===== config.mk =====
export PLATFORM = sky130hd
export DESIGN_NAME = hvd_isqrt
export DESIGN_NICKNAME = d
export VERILOG_FILES = /design/src/rtl/hvd_pkg.sv /design/src/rtl/hvd_isqrt.sv
export SDC_FILE = /design/constraint.sdc
export NUM_CORES = 2
export LEC_CHECK = 0
export BUFFER_PORTS_ARGS = -buffer_cell sky130_fd_sc_hd__buf_2
export CORE_AREA = 3 3 576 292
export DETAILED_ROUTE_END_ITERATION = 10
export DIE_AREA = 0 0 579 295
export PLACE_DENSITY = 0.71
export SLEW_MARGIN = 20
export SYNTH_ARGS = -nofsm -noshare
export SYNTH_HDL_FRONTEND = slang
export SYNTH_SLANG_ARGS = --single-unit

===== constraint.sdc =====
create_clock -name clk -period 4.9 [get_ports clk]
set_input_delay 0.735 -clock clk [delete_from_list [all_inputs] [get_ports clk]]
set_output_delay 0.735 -clock clk [all_outputs]
set_load 0.05 [all_outputs]

===== src/rtl/hvd_pkg.sv =====
// ---------------------------------------------------------------------------
// hvd_pkg
// Shared widths, fixed-point constants and the CORDIC arctangent table for
// the haversine distance pipeline.
// ---------------------------------------------------------------------------
package hvd_pkg;

	localparam int CORDIC_STAGES = 24;
	localparam int SQRT_STAGES   = 31;   // one result bit per stage, 31-bit root

	localparam int CW    = 34;           // CORDIC datapath width, signed Q30
	localparam int ANG_W = 35;           // unreduced angle width, signed Q30

	localparam logic signed [CW-1:0]    Q30_HALF_PI = 34'sd1686629713;
	localparam logic signed [ANG_W-1:0] Q30_PI      = 35'sd3373259426;
	localparam logic signed [ANG_W-1:0] Q30_TWO_PI  = 35'sd6746518852;
	localparam logic signed [CW-1:0]    CORDIC_GAIN = 34'sd652032874;
	localparam logic [30:0]             Q30_ONE     = 31'd1073741824;
	localparam logic signed [27:0]      DEG_TO_RAD  = 28'sd74961321;
	localparam logic [28:0]             RANGE_MAX   = 29'h1FFFFFFF;
	localparam logic [22:0]             RADIUS_RST  = 23'd6371000;

	typedef logic signed [CW-1:0] cdata_t;

	// atan(2^-i) in Q30
	function automatic cdata_t atan_q30(input int idx);
		cdata_t v;
		case (idx)
			0:  v = 34'sd843314857;
			1:  v = 34'sd497837829;
			2:  v = 34'sd263043837;
			3:  v = 34'sd133525159;
			4:  v = 34'sd67021687;
			5:  v = 34'sd33543516;
			6:  v = 34'sd16775851;
			7:  v = 34'sd8388437;
			8:  v = 34'sd4194283;
			9:  v = 34'sd2097149;
			10: v = 34'sd1048576;
			11: v = 34'sd524288;
			12: v = 34'sd262144;
			13: v = 34'sd131072;
			14: v = 34'sd65536;
			15: v = 34'sd32768;
			16: v = 34'sd16384;
			17: v = 34'sd8192;
			18: v = 34'sd4096;
			19: v = 34'sd2048;
			20: v = 34'sd1024;
			21: v = 34'sd512;
			22: v = 34'sd256;
			23: v = 34'sd128;
			24: v = 34'sd64;
			25: v = 34'sd32;
			26: v = 34'sd16;
			27: v = 34'sd8;
			28: v = 34'sd4;
			29: v = 34'sd2;
			30: v = 34'sd1;
			default: v = 34'sd0;
		endcase
		return v;
	endfunction

endpackage


===== src/rtl/hvd_isqrt.sv =====
// ---------------------------------------------------------------------------
// hvd_isqrt
// Pipelined floor square root of value * 2^30, one result bit per stage.
// ---------------------------------------------------------------------------
module hvd_isqrt (
	input  logic        clk,
	input  logic        arst_n,
	input  logic        en,
	input  logic        vld_in,
	input  logic [30:0] value,
	output logic        vld_out,
	output logic [30:0] root
);
	import hvd_pkg::*;

	localparam int N = SQRT_STAGES;
	localparam int RW = 2 * N;

	logic [RW-1:0] rem_s [1:N];
	logic [RW-1:0] res_s [1:N];
	logic          sv_s  [1:N];

	for (genvar k = 0; k < N; k++) begin : g_step
		localparam logic [RW-1:0] BIT = RW'(1) << (RW - 2 - 2 * k);
		logic [RW-1:0] remi, resi, trial;
		logic          vi;

		if (k == 0) begin : g_first
			assign remi = {1'b0, value, 30'd0};
			assign resi = '0;
			assign vi   = vld_in;
		end else begin : g_next
			assign remi = rem_s[k];
			assign resi = res_s[k];
			assign vi   = sv_s[k];
		end

		assign trial = resi + BIT;

		always_ff @(posedge clk or negedge arst_n) begin
			if (!arst_n)
				sv_s[k+1] <= 1'b0;
			else if (en)
				sv_s[k+1] <= vi;
		end

		always_ff @(posedge clk) begin
			if (en) begin
				if (remi >= trial) begin
					rem_s[k+1] <= remi - trial;
					res_s[k+1] <= (resi >> 1) + BIT;
				end else begin
					rem_s[k+1] <= remi;
					res_s[k+1] <= resi >> 1;
				end
			end
		end
	end

	assign vld_out = sv_s[N];
	assign root    = res_s[N][30:0];

endmodule


==> run_results.csv <==
group,metric,value,unit
status,status,"completed",
setup_path,crit_chain,"ha_1, fa_1, a211oi_1, o21ai_1, a2111o_1, a2111oi_0, buf_4, o21ai_0, a311oi_2, nand2_1, nor3b_1, xor2_1",
global_routing,grt_pass1_wl,281000,um
global_routing,grt_use_total,0.200,
clock_network,cts_sinks,1683,
pwr,peakVddDrop,0.354,mV
setup_path,crit_arrival,4720,ps
final_layout,nets,8516,
final_layout,nFillCells,13095,
floorplan,core,0.164,mm^2
min_path,min_path_cells,1,
min_path,hold_class,"in2reg",
synth,synth-edff-count,1652,
floorplan,start_util,0.550,
synth,synth_top_area_share,0.552,
setup_path,critPathLaunch,"rem_s[4][210]",
setup_path,slowest_stage,"a2111oi_0",
timing,final_hold_viol_count,0,
final_layout,area_delta_synth_final,8.91,%
timing,fmax,237,MHz
final_layout,design_area,0.0979,mm^2
floorplan,die_height,295,um
pwr,p_leak,37.3,nW
timing,timing.final.crit_period,4220,ps
min_path,min_from,"value[14]",
pwr,power,42.5,mW
timing,slew_viol_final,0,
floorplan,io_pins,67,
setup_path,rr_startpoint,"rem_s[4][210]",
floorplan,dieArea,0.171,mm^2
synth,ys.flop_type,"edfxtp_1",
synth,async_flop_share,0.0184,
global_routing,met1_usage,0.229,
timing,fin_hold_ws,82.1,ps
synth,synth_top_area_cell,"edfxtp_1",
floorplan,placementRows,105,
detailed_routing,ant_nets,0,
detailed_routing,drtIter0Drc,3851,
detailed_routing,wl_per_cell,16.8,um
detailed_routing,route.detailed.drc,0,
flow_run,maxCapViolations,0,
setup_path,reg2regPathDepth,12,
timing,setup_viol,0,
setup_path,cp-end-kind,"register",
global_routing,grt.overflow.total,0,
clock_network,cts_resized,0,
placement,hpwl,129000,um
placement,io_buffers,66,
timing,fin_crit_sh,0.861,
placement,placed_cells,10002,
setup_path,critPathMaxFanout,5,
synth,synth.distinct_cells,107,
synth,synthTopCellsByArea,"edfxtp_1, ha_1, xor2_1",
global_routing,grt_use_met2,0.376,
clock_network,root_buffer,"clkbuf_16",
timing,skew,71.2,ps
detailed_routing,drt_wl_total,173000,um
timing,maxSlewHeadroom,0.305,
timing,tightest_slew,1040,ps
floorplan,chipWidth,579,um
final_layout,stdcell_count,10279,
clock_network,cts_tree,"built",
detailed_routing,via_count,57826,
final_layout,final_common_cell,"edfxtp_1",
clock_network,clockBufferDepth,4,
setup_path,crit_family,"compound AO/OA/AOI/OAI gates",
global_routing,grt_pass1_vias,57308,
setup_path,cp.depth,12,
synth,syn-num-nets,8414,
pwr,cellPowerDensity,434,mW/mm^2
synth,synth_seq_cells,1683,
final_layout,drive_above_1_share,0.0651,
setup_path,worst-path-buf-inv,1,
clock_network,clk_pin_slew,70,ps
timing,fin_tns_setup,0,ps
timing,rsz0062_at_grt,"false",
clock_network,ctsHtreeMaxLevel,4,
global_routing,grt_max_degree,179,
global_routing,antenna_found_initial,1,
synth,synth.cell_area,0.0899,mm^2
detailed_routing,dr.pass1.iters,6,
final_layout,final_cell_mix,"edfxtp_1, nand2_1, inv_1",
clock_network,insertion_delay,810,ps
placement,gp_congestion,0.918,
detailed_routing,vias_per_cell,5.63,
synth,postSynthCellCount,7871,
setup_path,max_stage_delay,470,ps
setup_path,critPathLaunchType,"register",
setup_path,crit_required,5410,ps
synth,ys.warnings.count,0,
setup_path,worstSetupPathType,"reg2reg",
synth,synth_area_per_cell,11.4,um^2
global_routing,grt.met3_usage,0.0276,
global_routing,busiest_layer,"met2",
synth,synth.yosys.seq_area_share,0.560,
placement,placed_area,0.0929,mm^2
clock_network,cts_made_buffers,161,
-- synthesized netlist by cell type (all sizes together), types with 35 or more instances --
library cell / number
nand3: 135
a21oi: 402
ha: 494
a21o: 201
nand3b: 39
inv: 645
a211oi: 58
or3: 94
a31oi: 43
or2: 45
or4: 63
buf: 39
nor4: 157
xor2: 401
nor2: 444
nand2: 675
o21a: 92
o21bai: 57
xnor2: 383
nand4: 90
nor2b: 57
o31ai: 54
mux2: 68
and3: 35
clkbuf: 161
edfxtp: 1652
nand2b: 98
o21ai: 555
nor3: 235
-- metal layers --
metal,up-vias,wire length [um]
met4,0,6910
met1,27008,70500
li1,29081,-
met5,-,0
met2,1252,88800
met3,485,6410
-- per-stage QoR --
stage,util,worst slack (ps)
floorplan,-,414
global placement,0.568,852
detailed placement,0.568,781
CTS,0.599,703
global route,0.599,510
finish,0.599,683
-- final timing paths --
path | to | slack, ps
worst max register to register | rem_s[5][48] | 680
min in group asynchronous | g_step[30].vi | 480
worst max-delay path | rem_s[5][48] | 680
worst min register to register | res_s[1][698] | 410
worst min-delay path | rem_s[0][106] | 80
max in group asynchronous | g_step[19].vi | 3940
-- layout make-up --
type	instances	area, um^2	area share
clock inverter	85	912	0.00931
clock buffer	189	4130	0.0422
antenna	2	5.00	0.0000511
timing repair buffer	139	971	0.00991
multi-input combinational	5343	36400	0.371
tap	2193	2740	0.0280
sequential	1683	50400	0.514
inverter	645	2420	0.0247
-- logic make-up after synthesis --
family,after synthesis,synth area share
AND/OR/NAND/NOR,2300,0.129
flip-flops,1683,0.560
AO/OA/AOI/OAI,1675,0.117
buffers and inverters,845,0.0360
XOR/XNOR,784,0.0764
adder cells (fa/ha/maj),508,0.0719
multiplexers,76,0.00941
-- what timing repair did --
| item | 4_1_cts | 5_1_grt |
|---|---|---|
| hold buffers | 1 | 0 |
| endpoints found under the hold margin | 31 | 0 |
| setup buffers | 0 | 0 |
-- flip-flops by register name, indices dropped and copies added, names as in the netlist --
register / count
res_s: 496
rem_s: 1156
g_step.vi: 30
vld_out: 1
-- where the power goes --
part	switching [mW]	internal, mW	leakage, nW
sequential	1.50	18.6	16.0
clock	5.29	6.90	2.44
combinational	5.89	4.31	18.9
Power figures use the tool's default switching activity.
